`src/rtl/dtmf_fifo.sv`:
```
`default_nettype none

module dtmf_fifo #(
   parameter int WIDTH = 8,
   parameter int DEPTH = 4
) (
   input  wire logic             clock,
   input  wire logic             reset,
   input  wire logic             push,
   input  wire logic [WIDTH-1:0] push_data,
   output logic                  full,
   input  wire logic             pop,
   output logic      [WIDTH-1:0] pop_data,
   output logic                  empty
);

   localparam int PTR_W = (DEPTH > 1) ? $clog2(DEPTH) : 1;
   localparam int CNT_W = $clog2(DEPTH + 1);

   logic [WIDTH-1:0] mem_ff [DEPTH];
   logic [PTR_W-1:0] wr_ptr_ff, wr_ptr_in;
   logic [PTR_W-1:0] rd_ptr_ff, rd_ptr_in;
   logic [CNT_W-1:0] count_ff, count_in;
   logic             do_push;
   logic             do_pop;

   assign full     = (count_ff == CNT_W'(DEPTH));
   assign empty    = (count_ff == '0);
   assign do_push  = push && !full;
   assign do_pop   = pop && !empty;
   assign pop_data = mem_ff[rd_ptr_ff];

   always_comb begin
      wr_ptr_in = wr_ptr_ff;
      rd_ptr_in = rd_ptr_ff;
      count_in  = count_ff;
      if (do_push) begin
         wr_ptr_in = (wr_ptr_ff == PTR_W'(DEPTH - 1)) ? '0 : wr_ptr_ff + 1'b1;
      end
      if (do_pop) begin
         rd_ptr_in = (rd_ptr_ff == PTR_W'(DEPTH - 1)) ? '0 : rd_ptr_ff + 1'b1;
      end
      if (do_push && !do_pop) begin
         count_in = count_ff + 1'b1;
      end else if (do_pop && !do_push) begin
         count_in = count_ff - 1'b1;
      end
   end

   always_ff @(posedge clock) begin
      if (reset) begin
         wr_ptr_ff <= '0;
         rd_ptr_ff <= '0;
         count_ff  <= '0;
      end else begin
         wr_ptr_ff <= wr_ptr_in;
         rd_ptr_ff <= rd_ptr_in;
         count_ff  <= count_in;
      end
   end

   always_ff @(posedge clock) begin
      if (do_push) begin
         mem_ff[wr_ptr_ff] <= push_data;
      end
   end

endmodule

`default_nettype wire

```
`config.mk`:
```
export PLATFORM = sky130hd
export DESIGN_NAME = dtmf_fifo
export DESIGN_NICKNAME = d
export VERILOG_FILES = /design/src/rtl/dtmf_fifo.sv
export SDC_FILE = /design/constraint.sdc
export NUM_CORES = 1
export LEC_CHECK = 0
export BUFFER_PORTS_ARGS = -buffer_cell sky130_fd_sc_hd__buf_2
export CELL_PAD_IN_SITES_DETAIL_PLACEMENT = 2
export CELL_PAD_IN_SITES_GLOBAL_PLACEMENT = 2
export CORE_MARGIN = 2
export CORE_UTILIZATION = 37
export CTS_CLUSTER_DIAMETER = 50
export CTS_CLUSTER_SIZE = 16
export DETAILED_ROUTE_END_ITERATION = 8
export PLACE_DENSITY_LB_ADDON = 0.25
export SLEW_MARGIN = 20
export SYNTH_ARGS = -nofsm -noshare
export SYNTH_HDL_FRONTEND = slang
export SYNTH_SLANG_ARGS = --single-unit
```
`constraint.sdc`:
```
create_clock -name clock -period 2.1 [get_ports clock]
set_input_delay 0 -clock clock [delete_from_list [all_inputs] [get_ports clock]]
set_output_delay 0 -clock clock [all_outputs]
set_load 0.01 [all_outputs]
```
# Word-level counts from Yosys, hierarchy flattened
# Memories as Yosys holds them, arrays and structs flattened. A register that Yosys moved wholly into a read port is not among the register bits.
# Cells that the tools add are included.
# Widths: inputs -> output; s select.
# op_classes
reduce_logical	10
add_sub_neg	4
n_mux	8
eq_ne	3
# ops
cell	n
$mux 2	4
$mux 3	2
$add 2x1->2 const B	2
$eq 2x2->1 const B	2
$logic_and 1x1->1	4
$logic_not 1->1	4
$add 3x1->3 const B	1
$eq 3x3->1 const B	1
$logic_not 3->1	1
$sub 3x1->3 const B	1
$mux 1	2
$reduce_bool 2->1	1
# totals
input_bits	12
ramBits	32
reg_bits	7
memories	1
output_inout_bits	10
elab_cells	29
# mem_list
memory	words	width	rd	rd_ports_with_merged_regs	wr	line_no	text
mem_ff	4	8	1	1	1	20	logic [WIDTH-1:0] mem_ff [DEPTH];

# Longest topological paths before layout
# logic_depth
ltp_word	7
depth_mapped	10

# Least setup slack after synthesis
# OpenSTA, ideal clock, no wires.
# synth_timing
path_kind	register to register
start	reg count_ff[0]
end	reg count_ff[2]
setup_ns	0.070
path_buffers	1
arrival_time_ns	2.103
path_stages_with_launch	11
required_ns	2.030
setup_slack_ns	-0.074
path_cell_list	dfxtp_1 -> or3b_1 -> buf_6 -> clkinv_4 -> nor2_2 -> ha_1 -> inv_1 -> fa_1 -> xor2_1 -> or3_2 -> a21oi_1
# synth_between
elab_chain_cells	6
word_cells_on_any_way	15
cone_classes	2 x add/sub; 1 x eq/ne; 2 x mux; 10 x reduce/logical
# synth_lines
item	line_no	text
start: declaration	23	logic [CNT_W-1:0] count_ff, count_in;
start signal: assignment	58	count_ff <= count_in;
$eq 3x3->1 *	27	assign full = (count_ff == CNT_W'(DEPTH));
via full	11	output logic full,
$logic_not 1->1 *	29	assign do_push = push && !full;
$logic_and 1x1->1 *	29	
via do_push	24	logic do_push;
$logic_not 1->1	45	end else if (do_pop && !do_push) begin
$logic_and 1x1->1	45	
$reduce_bool 2->1 (no line)	n/a	
# Mark *: on every way through the listed nets, which the timed path passes. The rest lies on a longest branch. The select of a mux whose other input is x is not followed.
# A chain may end at the register's enable or synchronous reset.

# Worst setup path in the final report
# layout_timing
start	reg count_ff[2]
end	reg count_ff[2]
# layout_between
elab_chain_cells	6
word_cells_on_any_way	15
cone_classes	2 x add/sub; 1 x eq/ne; 2 x mux; 10 x reduce/logical
# layout_lines
item	line_no
$eq 3x3->1 *	27
$logic_not 1->1 *	29
$logic_and 1x1->1 *	29
via do_push	24
$logic_not 1->1	45
$logic_and 1x1->1	45
$reduce_bool 2->1 (no line)	n/a
# Marked as above.

==> results.py <==
metrics = {
    "drt": {
        "vias_per_cell": 4.92,
        "wl_um": 3290,
        "vias": 906,
        "wl_met1_um": 1300,
        "wl_met2_um": 1860,
        "maxUsedRoutingLayer": "met4",
        "dr_wl_met3_um": 111,
        "drc": 0,
        "drtPass1Iterations": 4,
        "drt_iter0_markers": 41,
        "detail-route-antenna-nets": 0,
        "wl_per_cell_um": 17.9,
    },
    "global_route": {
        "antenna_found_initial": 0,
        "grt_pass1_wl_um": 5310,
        "grt_max_degree": 13,
        "grt_pass1_vias": 1049,
        "grt_usage": 0.145,
        "gr-total-overflow": 0,
    },
    "setup_path": {
        "cp.arrival_ps": 2240,
        "criticalPathCategory": "flip-flop to flip-flop",
        "crit_required_ps": 2310,
        "cp-start-kind": "flip-flop",
        "critPathMaxFanout": 3,
        "worstSetupEndpointType": "flip-flop",
    },
    "hold_path": {
        "hold_path.class": "input pin to flip-flop",
    },
    "cells_and_area": {
        "final_nets": 150,
        "drive_gt1_frac": 0.439,
        "multi_input_area_um2": 485,
        "finalNonFillerCells": 184,
        "layout_common_cells": "edfxtp_1, buf_2, dlygate4sd3_1",
        "seqCellArea_um2": 1150,
        "area_growth_syn_to_layout_pct": 24.6,
        "final_common_cell": "edfxtp_1",
        "fill_cells": 414,
        "final_util": 0.474,
        "antennaDiodeCount": 0,
    },
    "cts": {
        "cts_buffer_depth": 2,
        "ctsRootBufferMaster": "clkbuf_8",
        "clock_latency_ps": 280,
        "tritoncts": "yes",
        "cts_buffers": 5,
        "htreeDepth": 2,
        "cts.sinks": 41,
        "cts.clk_slew.worst_paths_ps": 80,
    },
    "power": {
        "p_leak_nw": 0.763,
        "p_int_mw": 1.57,
        "p_per_area_nw_per_um2": 1080,
        "p_clk_frac": 0.218,
        "p_seq_frac": 0.501,
        "ir_drop_mv": 0.549,
        "swShare": 0.290,
        "p_switching_mw": 0.642,
        "combPwrFrac": 0.281,
    },
    "timing": {
        "period_share": 0.966,
        "fmax_ghz": 0.493,
        "final.setup.tns_ps": 0,
        "tightest_slew_ps": 562,
        "rsz0062_at_grt": "yes",
        "hold_viol": 0,
        "slew_headroom": 0.625,
        "setup_viol": 0,
        "final.setup_skew_ps": 5.40,
        "slew_viol_final": 0,
        "finalCriticalPeriod_ps": 2030,
        "hold_slack_ps": 43.3,
    },
    "synthesis": {
        "ys_warn_count": 0,
        "synth_top_cell_by_area": "edfxtp_1",
        "ys_ff_latch": 41,
        "ys_seq_area_frac": 0.694,
        "synth.distinct_cells": 26,
        "syn_nets": 111,
        "synthCells": 92,
        "ys.flop_type": "edfxtp_1",
        "netlist_area_um2": 1650,
        "yosysTopAreaCellShare": 0.584,
        "synth-edff-count": 32,
        "postSynthAreaPerCell_um2": 17.9,
        "ys_async_sr_fraction": 0,
        "synth.area.top_cells": "edfxtp_1, dfxtp_1, mux4_2",
    },
    "flow_run": {
        "maxCapViolCount": 0,
    },
    "status": {
        "status": "finished, final reports clean",
    },
    "floorplanning": {
        "core_um2": 4320,
        "start_util": 0.380,
        "io_pins": 22,
        "fp-row-count": 24,
        "die_h_um": 70.7,
        "dieWidth_um": 70.7,
        "die-area_um2": 5000,
    },
    "placement": {
        "dp_cells": 164,
        "port_buffers": 21,
        "routabilityCongestion": 0.687,
    },
}
[worst paths after layout]
path / cells after the start / from / slack [ps] / endpoint
worst min register to register: 2 / rd_ptr_ff[0]$_SDFFE_PP0P_ / 530 / flip-flop
worst max register to register: 9 / count_ff[2]$_SDFFE_PP0P_ / 70 / count_ff[2]$_SDFFE_PP0P_
worst min-delay path: 3 / push / 40 / wr_ptr_ff[0]$_SDFFE_PP0P_
worst max-delay path: 9 / count_ff[2]$_SDFFE_PP0P_ / 70 / count_ff[2]$_SDFFE_PP0P_
[power by group through the flow]
stage | Sequential, mW | Clock (mW) | Combinational (mW)
2_1_floorplan | 1.06 | 0 | 0.418
3_3_place_gp | 1.11 | 0 | 0.531
3_5_place_dp | 1.12 | 0 | 0.563
4_1_cts | 1.11 | 0.509 | 0.635
5_1_grt | 1.13 | 0.545 | 0.684
6_report | 1.11 | 0.481 | 0.622
[sequential cells by signal (all words and copies together), names as in the netlist, named ones only]
name	flops
count_ff	3
mem_ff	32
rd_ptr_ff	2
wr_ptr_ff	2
[worst max-delay path, cell delays in order, from the launching register on]
cell and delay, ps:
dfxtp_4 350, or3b_4 260, clkinv_4 60, nor2_4 90, ha_2 180, inv_1 60, fa_2 340, xor2_1 160
or3_4 330, a21oi_2 130
[synth_stat cells, types with 2 or more instances]
library cell / n
and3_2: 4
mux4_2: 8
ha_1: 6
o31ai_2: 2
nor2_1: 3
nor3_1: 2
edfxtp_1: 32
nand3_1: 2
xor2_1: 2
mux2i_1: 2
a21oi_1: 3
dfxtp_1: 9
inv_1: 4
[cell families (layout without fill, tap and decap cells)]
logic type | count (synthesis) | after routing | share of synthesized area
xor+xnor | 2 | 2 | 0.0106
compound gates | 7 | 7 | 0.0304
mux | 10 | 10 | 0.122
simple gates | 16 | 16 | 0.0570
buf+inv | 9 | 49 | 0.0289
flops | 41 | 41 | 0.694
fa+ha+maj | 7 | 7 | 0.0578
[layer usage]
layer,vias up,global-route usage
met5,-,0
met4,0,0.0314
met3,4,0.0470
met2,23,0.270
met1,450,0.160
li1,429,-
[stage by stage]
stage | instance area (um^2) | worst slack [ps] | total power, mW
floorplan | 1660 | 17.2 | 1.48
global placement | 1830 | 24.4 | 1.64
detailed placement | 1830 | -198 | 1.69
CTS | 2050 | 58.2 | 2.25
global route | 2050 | -1.93 | 2.36
finish | 2050 | 71.0 | 2.21
[area by class of cell]
type                            instances  share of cell area
Clock buffer                            6              0.0354
Timing Repair Buffer                   36               0.117
Clock inverter                          2             0.00488
Tap cell                               52              0.0317
Sequential cell                        41               0.562
Inverter                                5              0.0116
Multi-Input combinational cell         42               0.237
[repair_timing]
| item | in CTS | in global routing |
|---|---|---|
| pin swaps | 1 | 0 |
| buffers inserted | 3 | 0 |
| gates cloned | 0 | 0 |
| endpoints found under the setup margin | 1 | 1 |
| resized for setup | 7 | 1 |
| endpoints found under the hold margin | 33 | 0 |
| hold buffers | 9 | 0 |
No activity file was read; power rests on OpenSTA's default activity.
