`src/rtl/dtmf_pkg.sv`:
```
`default_nettype none

package dtmf_pkg;

   localparam int PHASE_BITS  = 10;
   localparam int INDEX_BITS  = 32;
   localparam int QUARTER     = 1 << (PHASE_BITS - 2);
   localparam int SINE_W      = 15;
   localparam int FREQ_W      = 11;
   localparam int SR_W        = 17;
   localparam int VOL_W       = 6;
   localparam int EVENT_W     = 8;
   localparam int SAMPLE_W    = 16;
   localparam int GAIN_W      = 15;
   localparam int TONE_SEL_W  = 4;
   localparam int CSR_IDX_W   = 1;
   localparam int CSR_DATA_W  = 17;
   localparam int QUEUE_DEPTH = 4;
   localparam int RSP_DEPTH   = 4;

   localparam logic [EVENT_W-1:0] EVENT_PAUSE     = 8'hff;
   localparam logic [EVENT_W-1:0] NUM_TONE_EVENTS = 8'd16;

   localparam logic [VOL_W-1:0] VOLUME_RESET   = 6'd10;
   localparam logic [SR_W-1:0]  PCM_RATE_RESET = 17'd8000;

   localparam longint unsigned HALF_PI_Q30 = 64'd1686629713;

   typedef enum logic [CSR_IDX_W-1:0] {
      CSR_VOLUME   = 1'b0,
      CSR_PCM_RATE = 1'b1
   } csr_index_type;

   typedef struct packed {
      logic                  tone;
      logic                  unsup;
      logic                  last;
      logic [FREQ_W-1:0]     row_hz;
      logic [FREQ_W-1:0]     col_hz;
      logic [INDEX_BITS-1:0] idx;
   } job_type;

   typedef struct packed {
      logic signed [SAMPLE_W-1:0] sample;
      logic                       unsupported;
      logic                       end_of_run;
   } rsp_type;

   localparam logic [FREQ_W-1:0] ROW_HZ [16] = '{
      11'd941, 11'd697, 11'd697, 11'd697, 11'd770, 11'd770, 11'd770, 11'd852,
      11'd852, 11'd852, 11'd941, 11'd941, 11'd697, 11'd770, 11'd852, 11'd941
   };

   localparam logic [FREQ_W-1:0] COL_HZ [16] = '{
      11'd1336, 11'd1209, 11'd1336, 11'd1477, 11'd1209, 11'd1336, 11'd1477, 11'd1209,
      11'd1336, 11'd1477, 11'd1209, 11'd1477, 11'd1633, 11'd1633, 11'd1633, 11'd1633
   };

   localparam logic [GAIN_W-1:0] GAIN_ROM [64] = '{
      15'd32767, 15'd29204, 15'd26028, 15'd23197, 15'd20675, 15'd18426, 15'd16422,
      15'd14636, 15'd13045, 15'd11626, 15'd10362, 15'd9235, 15'd8231, 15'd7336,
      15'd6538, 15'd5827, 15'd5193, 15'd4628, 15'd4125, 15'd3677, 15'd3277,
      15'd2920, 15'd2603, 15'd2320, 15'd2067, 15'd1843, 15'd1642, 15'd1464,
      15'd1304, 15'd1163, 15'd1036, 15'd924, 15'd823, 15'd734, 15'd654, 15'd583,
      15'd519, 15'd463, 15'd413, 15'd368, 15'd328, 15'd292, 15'd260, 15'd232,
      15'd207, 15'd184, 15'd164, 15'd146, 15'd130, 15'd116, 15'd104, 15'd92,
      15'd82, 15'd73, 15'd65, 15'd58, 15'd52, 15'd46, 15'd41, 15'd37,
      15'd33, 15'd29, 15'd26, 15'd23
   };

   typedef logic [QUARTER:0][SINE_W-1:0] sine_rom_type;

   // Q30 Taylor series of sin(pi/2 * k/QUARTER), rounded to Q15
   function automatic logic [SINE_W-1:0] quarter_sine(longint unsigned k);
      longint unsigned x;
      longint unsigned x2;
      longint unsigned term;
      longint unsigned acc;
      longint unsigned res;
      x    = (k * HALF_PI_Q30) >> (PHASE_BITS - 2);
      x2   = (x * x) >> 30;
      term = x;
      acc  = x;
      term = ((term * x2) >> 30) / 6;
      acc  = (acc >= term) ? acc - term : 64'd0;
      term = ((term * x2) >> 30) / 20;
      acc  = acc + term;
      term = ((term * x2) >> 30) / 42;
      acc  = (acc >= term) ? acc - term : 64'd0;
      term = ((term * x2) >> 30) / 72;
      acc  = acc + term;
      term = ((term * x2) >> 30) / 110;
      acc  = (acc >= term) ? acc - term : 64'd0;
      term = ((term * x2) >> 30) / 156;
      acc  = acc + term;
      term = ((term * x2) >> 30) / 210;
      acc  = (acc >= term) ? acc - term : 64'd0;
      res  = (acc + 64'd16384) >> 15;
      if (res > 64'd32767) begin
         res = 64'd32767;
      end
      return res[SINE_W-1:0];
   endfunction

   function automatic sine_rom_type build_sine_rom();
      sine_rom_type rom;
      for (int k = 0; k <= QUARTER; k++) begin
         rom[k] = quarter_sine(longint'(k));
      end
      return rom;
   endfunction

   localparam sine_rom_type SINE_ROM = build_sine_rom();

endpackage

`default_nettype wire

```
`src/rtl/dtmf_fifo.sv`:
```
`default_nettype none

module dtmf_fifo #(
   parameter int WIDTH = 8,
   parameter int DEPTH = 4
) (
   input  wire logic             clock,
   input  wire logic             reset,
   input  wire logic             push,
   input  wire logic [WIDTH-1:0] push_data,
   output logic                  full,
   input  wire logic             pop,
   output logic      [WIDTH-1:0] pop_data,
   output logic                  empty
);

   localparam int PTR_W = (DEPTH > 1) ? $clog2(DEPTH) : 1;
   localparam int CNT_W = $clog2(DEPTH + 1);

   logic [WIDTH-1:0] mem_ff [DEPTH];
   logic [PTR_W-1:0] wr_ptr_ff, wr_ptr_in;
   logic [PTR_W-1:0] rd_ptr_ff, rd_ptr_in;
   logic [CNT_W-1:0] count_ff, count_in;
   logic             do_push;
   logic             do_pop;

   assign full     = (count_ff == CNT_W'(DEPTH));
   assign empty    = (count_ff == '0);
   assign do_push  = push && !full;
   assign do_pop   = pop && !empty;
   assign pop_data = mem_ff[rd_ptr_ff];

   always_comb begin
      wr_ptr_in = wr_ptr_ff;
      rd_ptr_in = rd_ptr_ff;
      count_in  = count_ff;
      if (do_push) begin
         wr_ptr_in = (wr_ptr_ff == PTR_W'(DEPTH - 1)) ? '0 : wr_ptr_ff + 1'b1;
      end
      if (do_pop) begin
         rd_ptr_in = (rd_ptr_ff == PTR_W'(DEPTH - 1)) ? '0 : rd_ptr_ff + 1'b1;
      end
      if (do_push && !do_pop) begin
         count_in = count_ff + 1'b1;
      end else if (do_pop && !do_push) begin
         count_in = count_ff - 1'b1;
      end
   end

   always_ff @(posedge clock) begin
      if (reset) begin
         wr_ptr_ff <= '0;
         rd_ptr_ff <= '0;
         count_ff  <= '0;
      end else begin
         wr_ptr_ff <= wr_ptr_in;
         rd_ptr_ff <= rd_ptr_in;
         count_ff  <= count_in;
      end
   end

   always_ff @(posedge clock) begin
      if (do_push) begin
         mem_ff[wr_ptr_ff] <= push_data;
      end
   end

endmodule

`default_nettype wire

```
`src/rtl/dtmf_front.sv`:
```
`default_nettype none

module dtmf_front #(
   parameter int QUEUE_DEPTH = dtmf_pkg::QUEUE_DEPTH
) (
   input  wire logic                                clock,
   input  wire logic                                reset,
   input  wire logic                                req_push,
   output logic                                     req_full,
   input  wire logic [dtmf_pkg::EVENT_W-1:0]        req_event_req,
   input  wire logic [dtmf_pkg::INDEX_BITS-1:0]     req_sample_index,
   input  wire logic                                req_last_of_run,
   input  wire logic                                job_pop,
   output logic                                     job_valid,
   output dtmf_pkg::job_type                        job
);

   dtmf_pkg::job_type                  job_in;
   logic                               job_empty;
   logic [dtmf_pkg::TONE_SEL_W-1:0]    sel;

   assign sel = req_event_req[dtmf_pkg::TONE_SEL_W-1:0];

   always_comb begin
      job_in.tone   = (req_event_req < dtmf_pkg::NUM_TONE_EVENTS);
      job_in.unsup  = !job_in.tone && (req_event_req != dtmf_pkg::EVENT_PAUSE);
      job_in.last   = req_last_of_run;
      job_in.row_hz = dtmf_pkg::ROW_HZ[sel];
      job_in.col_hz = dtmf_pkg::COL_HZ[sel];
      job_in.idx    = req_sample_index;
   end

   dtmf_fifo #(
      .WIDTH ($bits(dtmf_pkg::job_type)),
      .DEPTH (QUEUE_DEPTH)
   ) u_job_queue (
      .clock     (clock),
      .reset     (reset),
      .push      (req_push),
      .push_data (job_in),
      .full      (req_full),
      .pop       (job_pop),
      .pop_data  (job),
      .empty     (job_empty)
   );

   assign job_valid = !job_empty;

endmodule

`default_nettype wire

```
`config.mk`:
```
export PLATFORM = sky130hd
export DESIGN_NAME = dtmf_front
export DESIGN_NICKNAME = d
export VERILOG_FILES = /design/src/rtl/dtmf_pkg.sv /design/src/rtl/dtmf_fifo.sv /design/src/rtl/dtmf_front.sv
export SDC_FILE = /design/constraint.sdc
export NUM_CORES = 1
export LEC_CHECK = 0
export BUFFER_PORTS_ARGS = -buffer_cell sky130_fd_sc_hd__buf_2
export CORE_MARGIN = 4
export CORE_UTILIZATION = 63
export DETAILED_ROUTE_END_ITERATION = 10
export PLACE_DENSITY = 0.92
export RECOVER_POWER = 100
export SETUP_SLACK_MARGIN = 0.15
export SLEW_MARGIN = 0
export SYNTH_ARGS = -nofsm -noshare
export SYNTH_HDL_FRONTEND = slang
export SYNTH_HIERARCHICAL = 1
export SYNTH_SLANG_ARGS = --single-unit
```
`constraint.sdc`:
```
create_clock -name clock -period 5.17 [get_ports clock]
set_clock_uncertainty 0.15 [all_clocks]
set_input_delay 0.2585 -clock clock [delete_from_list [all_inputs] [get_ports clock]]
set_output_delay 0.2585 -clock clock [all_outputs]
set_load 0.05 [all_outputs]
```
# After elaboration in Yosys (flattened, before gate mapping)
# Memory sizes are Yosys's and may differ from the RTL's. A register that Yosys moved wholly into a read port is not among the register bits.
# Cells that the tools add are included.
# word_totals
input_bits,45
word_cells,41
mem_count,3
ff_bits,7
rom_bits,352
ram_bits,228
output_inout_bits,59
# op_classes
n_lt_le_gt_ge,2
eq_ne,4
muxes,12
bitwise_logic,1
reduce_logical,12
n_addsub,4
# memory_table
name,words,width,rd,rd_ports_with_merged_regs,write_ports,line_no,source
u_job_queue.mem_ff,4,57,1,1,1,dtmf_fifo.sv:20,logic [WIDTH-1:0] mem_ff [DEPTH];
(name not given),16,11,1,0,0,dtmf_front.sv:29,job_in.col_hz = dtmf_pkg::COL_HZ[sel];
(name not given),16,11,1,0,0,dtmf_front.sv:28,job_in.row_hz = dtmf_pkg::ROW_HZ[sel];
# op_table
operator,count
$mux W11,4
$lt A8 B5 Y1 const B,1
$mux W2,4
$ne A8 B8 Y1 const B,1
$mux W3,2
$ge A5 B5 Y1 const B,1
$logic_and A1 B1 Y1,5
$logic_not A1 Y1,5
$not A4 Y5,1
$add A2 B1 Y2 const B,2
$eq A2 B2 Y1 const B,2
$add A3 B1 Y3 const B,1
$eq A3 B3 Y1 const B,1
$logic_not A3 Y1,1
$sub A3 B1 Y3 const B,1
$mux W1,2
$reduce_bool A2 Y1,1

# Depth between registers and ports, before layout
# Gate-level depths: netlist (run 1).
# logic_depth
word_depth,7
depth_mapped,10
depth_no_buf,9

# Modules after synthesis
# The synthesis (run 1) kept the hierarchy.
# by_module_without_submodules
module,cells_each,area_per_inst_um2,seq_area_each_um2,instances
dtmf_fifo,347,8720.9,7026.7,1
dtmf_front,52,406.6,0.0,1

# Worst setup path before layout (run 1)
# OpenSTA, ideal clock, no wires.
# synth_timing
path_kind,reg-to-reg
startpoint,register u_job_queue.count_ff[0]
endpoint,memory u_job_queue/mem_ff[1][0] (netlist name) (enable)
arrival_time_ps,2079
period_less_slack_ps,2650
required_time_ps,4599
stages_incl_launch_ff,4
setup_ps,421
n_path_buf,1
path_slack_ps,2520
cell_sequence,dfxtp_1 or3b_1 buf_6 and3_1
# synth_via
elab_chain_cells,5
# synth_lines
item,line_no,source
"start, declared",dtmf_fifo.sv:23,"logic [CNT_W-1:0] count_ff, count_in;"
"start signal, assigned",dtmf_fifo.sv:58,count_ff <= count_in;
$eq A3 B3 Y1,dtmf_fifo.sv:27,assign full = (count_ff == CNT_W'(DEPTH));
$logic_not A1 Y1,dtmf_fifo.sv:29,assign do_push = push && !full;
$logic_and A1 B1 Y1,dtmf_fifo.sv:29,
$mux W1,dtmf_fifo.sv:63,if (do_push) begin
$mux W1 (not written as such),dtmf_fifo.sv:64,mem_ff[wr_ptr_ff] <= push_data;
"end, declared",dtmf_fifo.sv:20,
# No other way between the ends.

# Worst setup path after layout (run 1)
# layout_timing
startpoint,register u_job_queue.count_ff[0]
endpoint,memory u_job_queue/mem_ff[0][53] (netlist name) (enable)
# Same word-level chain as after synthesis.

==> impl_metrics.py, run 1 <==
metrics = {
    "die": {
        "core_area_mm2": 0.0140,
        "rows": 43,
        "initial_core_util_pct": 65.0,
        "ioPinCount": 104,
        "dieArea_mm2": 0.0165,
        "die_y_um": 128,
        "die_w_um": 128,
    },
    "critical_path": {
        "ff2ff_setup_slack_ps": 1230,
        "cp_slowest_cell": "clkbuf_1",
        "crit_type": "reg -> reg",
        "endpoint_kind": "flip-flop",
        "crit_chain": "or3b_1 -> and3_1 -> clkbuf_1",
        "r2r-start": "u_job_queue/count_ff[0]",
        "critPathLaunchType": "flip-flop",
        "r2r_cells": 3,
        "crit_family": "buffers and inverters",
        "crit_cells": 3,
        "worstPathRequired_ps": 5090,
        "slowest_delay_ps": 1520,
        "worstPathMaxFanout": 32,
        "r2r-end": "u_job_queue/mem_ff[0][53]",
        "crit_arrival_ps": 3870,
        "critPathBufInv": 1,
    },
    "final_layout": {
        "n_fill_cell": 757,
        "multi_input_area_mm2": 0.00195,
        "regArea_mm2": 0.00703,
        "drive_gt1_share_pct": 18.4,
        "n_antenna_cell": 0,
        "area_delta_synth_final_pct": 17.9,
        "nets": 628,
        "fin_util_pct": 76.6,
    },
    "timing": {
        "rsz0062_at_grt": "no",
        "setup_violations": 0,
        "min_period_over_period_pct": 76.3,
        "period_needed_ps": 3940,
        "fin_ws_ps": 1230,
        "drv_slew": 72,
        "max_slew.worst_pin.slew_ps": 2020,
        "hold_violations": 0,
        "fmax_ghz": 0.254,
        "fin_tns_setup_ps": 0,
        "slew_headroom_pct": -34.6,
    },
    "min_path": {
        "min_path_cells": 2,
        "hold_path_class": "in -> reg",
        "min-delay-start": "req_event_req[5]",
        "hold_end": "u_job_queue/mem_ff[2][55]",
    },
    "pwr": {
        "power_density_mw_per_mm2": 511,
        "total_power_w": 0.00549,
        "p_seq_share_pct": 45.0,
        "p_sw_share_pct": 33.8,
        "power.switching_w": 0.00185,
        "intPower_w": 0.00364,
        "worst_ir_drop_vdd_uv": 333,
        "pwr-share-comb_pct": 28.0,
        "p_leak_nw": 3.51,
        "pwr-share-clk_pct": 27.0,
    },
    "synthesis": {
        "synthesis.instances": 399,
        "post_synth.cell_area_avg_um2": 22.9,
        "async_flop_share_pct": 0,
        "yosys.area.top_type": "edfxtp_1",
        "synth_common_cells": "edfxtp_1, mux4_2, ha_1, dfxtp_1, inv_1",
        "synth_edf_count": 228,
        "synth_seq_area_share_pct": 77.0,
        "yosysWarnings": 6,
        "synth-main-ff-cell": "edfxtp_1",
        "yosysMostFrequentCell": "edfxtp_1",
        "synth.top_cell.area_share_pct": 75.0,
        "ys_top_cells_by_area": "edfxtp_1, mux4_2, dfxtp_1",
        "synth-seq-cells": 237,
        "syn_area_mm2": 0.00913,
        "yosysUniqueCellTypes": 41,
    },
    "routing": {
        "drt-initial-drc-count": 391,
        "postRouteAntennaNets": 0,
        "wirelength_mm": 17.2,
        "dr.pass1.iters": 4,
        "avgRoutedWirePerCell_um": 22.6,
        "via_per_inst": 5.87,
        "num_vias": 4474,
        "drc": 0,
    },
    "grt": {
        "antenna_found_initial": 0,
        "track_usage_pct": 21.7,
        "grt_pass1_wl_mm": 26.8,
        "grt-ovfl-total": 0,
        "grt_pass1_vias": 4869,
        "grt_max_degree": 39,
    },
    "clock_tree": {
        "cts_tree": "built",
        "clkSinkCount": 237,
        "clkLatencyLatePin_ps": 490,
        "cts_root_buf": "clkbuf_16",
        "cts_htree_levels": 1,
        "cts_buffers": 23,
        "clk_pin_slew_ps": 60,
        "max-clock-path-buffers": 3,
    },
    "place": {
        "hpwl_mm": 10.3,
        "preCtsSetupSlack_ps": 2530,
        "finalWeightedCongestion": 0.824,
        "port_buffers": 103,
    },
    "run": {
        "maxCapViolations": 2,
    },
    "run_status": {
        "violations": "capacitance limit, slew limit",
        "status": "complete, but fails checks",
    },
}
[layer usage]
| layer | vias up | global-route usage (%) | share of wire (%) |
|---|---|---|---|
| met5 | - | 0 | 0 |
| met4 | 0 | 4.99 | 1.3 |
| met3 | 19 | 4.36 | 6.6 |
| met2 | 176 | 37.8 | 53 |
| met1 | 2301 | 28.8 | 39 |
| li1 | 1978 | - | - |
[cell type report]
cell class | count | area share [%]
flip-flops and latches | 237 | 65.3
repair buffers | 149 | 7.77
well taps | 180 | 2.09
clock inverters | 11 | 0.686
multi-input cells | 148 | 18.1
clock buffers | 27 | 5.49
inverters | 10 | 0.488
[stage by stage]
step,hold slack (ps),instances,cell area (um2)
after global placement,317,685,9850
after detailed placement,329,685,9850
after CTS,67.8,762,10900
after global routing,104,762,10800
after floorplan,207,413,9180
final,110,762,10800
[cells by family (layout without fill, tap and decap cells)]
group                      count (synthesis)  in the layout  synth area share, %
DFF                                      237            237                 77.0
muxes                                     66             66                 15.3
and+or+nand+nor                           28             28                 1.81
buffers and inverters                     28            197                 2.06
AOI/OAI and AO/OA                         22             22                 1.58
adders and majority gates                 14             14                 2.00
other                                      2             16               0.0823
xor gates and xnor gates                   2              2                0.192
[cell usage in the layout, fill, tap and decap left out, types with 3 or more instances in the layout]
cell / synthesis / routed
edfxtp_1: 228 / 228
clkbuf_1: 3 / 96
mux4_2: 58 / 58
dlygate4sd3_1: 0 / 39
clkbuf_16: 0 / 23
conb_1: 2 / 16
buf_2: 6 / 14
ha_1: 13 / 13
inv_1: 8 / 8
dfxtp_1: 9 / 8
o21ai_0: 6 / 7
clkinv_1: 0 / 7
mux2i_1: 6 / 6
a21oi_1: 6 / 6
nor2_1: 3 / 4
and3_1: 4 / 4
buf_4: 3 / 4
nor3_1: 3 / 3
[flip-flops by register name (all words and copies together) (netlist names), named ones only]
name	cells
u_job_queue/mem_ff	228
u_job_queue/count_ff	3
u_job_queue/rd_ptr_ff	2
u_job_queue/wr_ptr_ff	2
[worst max-delay path by stage]
| stage | from | endpoint | slack (ps) |
|---|---|---|---|
| 6_report | u_job_queue/count_ff[0] | u_job_queue/mem_ff[0][53] | 1230 |
| 4_1_cts | flip-flop | job[36] | 1990 |
| 3_5_place_dp | flip-flop | job[32] | 2530 |
| 2_1_floorplan | u_job_queue/count_ff[0] | u_job_queue/mem_ff[1][0] | 2520 |
| 3_3_place_gp | flip-flop | job[39] | 2570 |
| 5_1_grt | u_job_queue/count_ff[0] | u_job_queue/mem_ff[0][54] | 940 |
[power groups by stage]
| stage | sequential [W] | combinational, W | clock [W] |
|---|---|---|---|
| 6_report | 0.00247 | 0.00154 | 0.00148 |
| 5_1_grt | 0.00250 | 0.00162 | 0.00161 |
| 4_1_cts | 0.00248 | 0.00160 | 0.00152 |
| 3_5_place_dp | 0.00251 | 0.00157 | 0 |
| 3_3_place_gp | 0.00250 | 0.00153 | 0 |
| 2_1_floorplan | 0.00242 | 0.00132 | 0 |
[what timing repair did]
item	CTS	global route
setup buffers	0	0
endpoints found under the hold margin	145	0
gates resized for setup	0	0
hold buffers	39	0
(Power assumes the default switching activity.)
==> run 2, diff against run 1 <==
--- a/config.mk
+++ b/config.mk
@@ -5,11 +5,12 @@
 export SDC_FILE = /design/constraint.sdc
 export NUM_CORES = 1
 export LEC_CHECK = 0
+export ABC_AREA = 1
 export BUFFER_PORTS_ARGS = -buffer_cell sky130_fd_sc_hd__buf_2
 export CORE_MARGIN = 4
-export CORE_UTILIZATION = 63
+export CORE_UTILIZATION = 53
 export DETAILED_ROUTE_END_ITERATION = 10
-export PLACE_DENSITY = 0.92
+export PLACE_DENSITY = 0.83
 export RECOVER_POWER = 100
 export SETUP_SLACK_MARGIN = 0.15
 export SLEW_MARGIN = 0
==> constraint.sdc (replaced) <==
create_clock -name clock -period 3.2 [get_ports clock]
set_clock_uncertainty 0.15 [all_clocks]
set_input_delay 0.16 -clock clock [delete_from_list [all_inputs] [get_ports clock]]
set_output_delay 0.16 -clock clock [all_outputs]
set_load 0.05 [all_outputs]
==> run 2 against run 1 <==
Effect of this change:
- the run still ends with capacitance limit, slew limit left
- sequential cell count unchanged
- sequential share of layout area shrank 2.5 points
- clock power is 78% higher
- routed wire length rose by 11%
- critical endpoint is now job[26]
==> impl_metrics.py, run 2 <==
metrics = {
    "run_status": {
        "status": "complete, but fails checks",
        "violations": "capacitance limit, slew limit",
    },
    "clock_tree": {
        "clkLatencyLatePin_ps": 500,
        "cts_setup_buffers": 0,
        "clkSinkCount": 237,
        "clk_pin_slew_ps": 60,
        "cts_root_buf": "clkbuf_16",
        "cts_buffers": 24,
        "max-clock-path-buffers": 3,
        "cts_tree": "built",
        "cts_htree_levels": 1,
    },
    "pwr": {
        "total_power_w": 0.0104,
        "power_density_mw_per_mm2": 929,
        "pwr-share-clk_pct": 25.4,
        "p_leak_nw": 4.00,
        "pwr-share-comb_pct": 37.1,
        "p_seq_share_pct": 37.6,
        "power.switching_w": 0.00421,
        "p_sw_share_pct": 40.5,
        "intPower_w": 0.00618,
        "worst_ir_drop_vdd_uv": 612,
    },
    "die": {
        "die_w_um": 141,
        "dieArea_mm2": 0.0198,
        "ioPinCount": 104,
        "initial_core_util_pct": 54.1,
        "core_area_mm2": 0.0173,
        "die_y_um": 141,
        "rows": 48,
    },
    "final_layout": {
        "regArea_mm2": 0.00703,
        "multi_input_area_mm2": 0.00205,
        "final_cell_mix": "edfxtp_1, nor2_1, o21ai_0, o22ai_1, clkbuf_1",
        "largestRegisters": "u_job_queue/mem_ff x228, u_job_queue/count_ff x3",
        "largest_reg_flops": 228,
        "nets": 918,
        "largest-register": "u_job_queue/mem_ff",
        "area_delta_synth_final_pct": 19.5,
        "final_common_cell": "edfxtp_1",
        "drive_gt1_share_pct": 12.8,
        "n_fill_cell": 1262,
    },
    "routing": {
        "routed.top_layer": "met4",
        "dr.pass1.iters": 5,
        "postRouteAntennaNets": 0,
        "avgRoutedWirePerCell_um": 17.4,
        "drc": 0,
        "dr_wl_met3_mm": 1.18,
        "drt-initial-drc-count": 486,
        "wirelength_mm": 19.2,
        "via_per_inst": 5.45,
        "wl_met2_mm": 9.59,
        "num_vias": 5991,
        "wl_met1_mm": 7.88,
    },
    "place": {
        "port_buffers": 103,
        "preCtsSetupSlack_ps": 891,
        "hpwl_mm": 10.4,
        "finalWeightedCongestion": 0.857,
    },
    "critical_path": {
        "critPathLaunchType": "flip-flop",
        "endpoint_kind": "primary output",
        "crit_type": "reg -> out",
        "slowest_delay_ps": 820,
        "cp_slowest_cell": "buf_4",
        "crit_arrival_ps": 2680,
        "crit_chain": "buf_4 -> o21ai_0 -> o22ai_1 -> clkbuf_1",
        "worstPathMaxFanout": 114,
        "worstPathRequired_ps": 2890,
    },
    "synthesis": {
        "synth_seq_area_share_pct": 75.1,
        "yosysWarnings": 6,
        "synth_edf_count": 228,
        "synth-main-ff-cell": "edfxtp_1",
        "async_flop_share_pct": 0,
        "ys_top_cells_by_area": "edfxtp_1, o21ai_0, nor2_1",
        "yosysMostFrequentCell": "edfxtp_1",
        "yosysUniqueCellTypes": 25,
        "post_synth.cell_area_avg_um2": 13.3,
        "synth_common_cells": "edfxtp_1, nor2_1, o21ai_0, o22ai_1, nand2_1",
        "synthesis.instances": 703,
        "yosys.area.top_type": "edfxtp_1",
        "syn_area_mm2": 0.00936,
        "synth-seq-cells": 237,
        "synth.top_cell.area_share_pct": 73.2,
    },
    "grt": {
        "grt_pass1_vias": 6101,
        "grt-ovfl-total": 0,
        "grt_pass1_wl_mm": 30.5,
        "grt_max_degree": 115,
        "antenna_found_initial": 2,
        "track_usage_pct": 19.2,
    },
    "min_path": {
        "hold_path_class": "in -> reg",
    },
    "run": {
        "maxCapViolations": 1,
    },
    "timing": {
        "period_needed_ps": 2990,
        "fmax_ghz": 0.334,
        "hold_violations": 0,
        "setup_violations": 0,
        "drv_slew": 58,
        "slew_headroom_pct": -0.939,
        "min_period_over_period_pct": 93.5,
        "fin_tns_setup_ps": 0,
        "max_slew.worst_pin.slew_ps": 1510,
        "rsz0062_at_grt": "no",
        "fin_ws_ps": 210,
    },
}
[run 2: cell types whose count changed after synthesis, sizes merged, moves of 6 or more]
cell	delta
mux2i	-6
nand2	+37
clkbuf	+13
o21ai	+116
inv	+22
nor2	+135
nand3	+13
buf	+8
o22ai	+57
mux4	-58
[run 2: final timing paths]
| check | from | cells past startpoint | slack [ps] | endpoint |
|---|---|---|---|---|
| worst min register to register | u_job_queue/count_ff[1] | 2 | 380 | u_job_queue/count_ff[1] |
| worst max register to register | u_job_queue/count_ff[0] | 5 | 370 | u_job_queue/mem_ff[2][21] |
| worst min-delay path | req_event_req[0] | 3 | 20 | u_job_queue/mem_ff[3][34] |
| worst max-delay path | flip-flop | 4 | 210 | job[26] |
[run 2: critical path: cells and delay by family, from the launching register on]
kind,cells,cell delay (ps)
buf+inv,2,1310
flops,1,340
compound gates,2,460
[run 2: final cells by class]
type                            instances  area share, %
Antenna cell                            2         0.0447
Clock buffer                           30           5.76
Clock inverter                         10          0.884
Inverter                               30           1.01
Multi-Input combinational cell        411           18.3
Sequential cell                       237           62.9
Tap cell                              225           2.52
Timing Repair Buffer                  155           8.61
[run 2: cells by family after synthesis]
family / after synthesis / synth area share, %
xor gates and xnor gates: 1 / 0.0936
AOI/OAI and AO/OA: 182 / 10.5
and+or+nand+nor: 198 / 8.40
adders and majority gates: 14 / 1.95
other: 2 / 0.0803
DFF: 237 / 75.1
buffers and inverters: 69 / 3.89
[run 2: what timing repair did]
item,in CTS,in global routing
hold endpoints to repair,149,0
endpoints found under the setup margin,0,0
hold buffers,42,0
resized for setup,0,0
[run 2: power by group through the flow]
stage               registers, W  logic [W]  clock network (W)
floorplan                0.00396    0.00295                  0
CTS                      0.00389    0.00391            0.00269
global placement         0.00394    0.00381                  0
detailed placement       0.00395    0.00386                  0
finish                   0.00390    0.00385            0.00263
global route             0.00393    0.00413            0.00282
[run 2: per-stage QoR]
step | std cells | instance area (um2) | hold slack, ps | util (%)
finish | 1100 | 11200 | 17.2 | 64.7
global route | 1100 | 11200 | 56.3 | 64.7
CTS | 1098 | 11300 | 1.76 | 65.3
detailed placement | 1016 | 10100 | 186 | 58.6
global placement | 1016 | 10100 | 182 | 58.6
floorplan | 717 | 9410 | 82.4 | -
[run 2: per-layer routing]
metal	up-vias	global-route usage, %
li1	2854	-
met1	2876	24.6
met2	224	33.5
met3	37	3.26
met4	0	6.37
met5	-	0
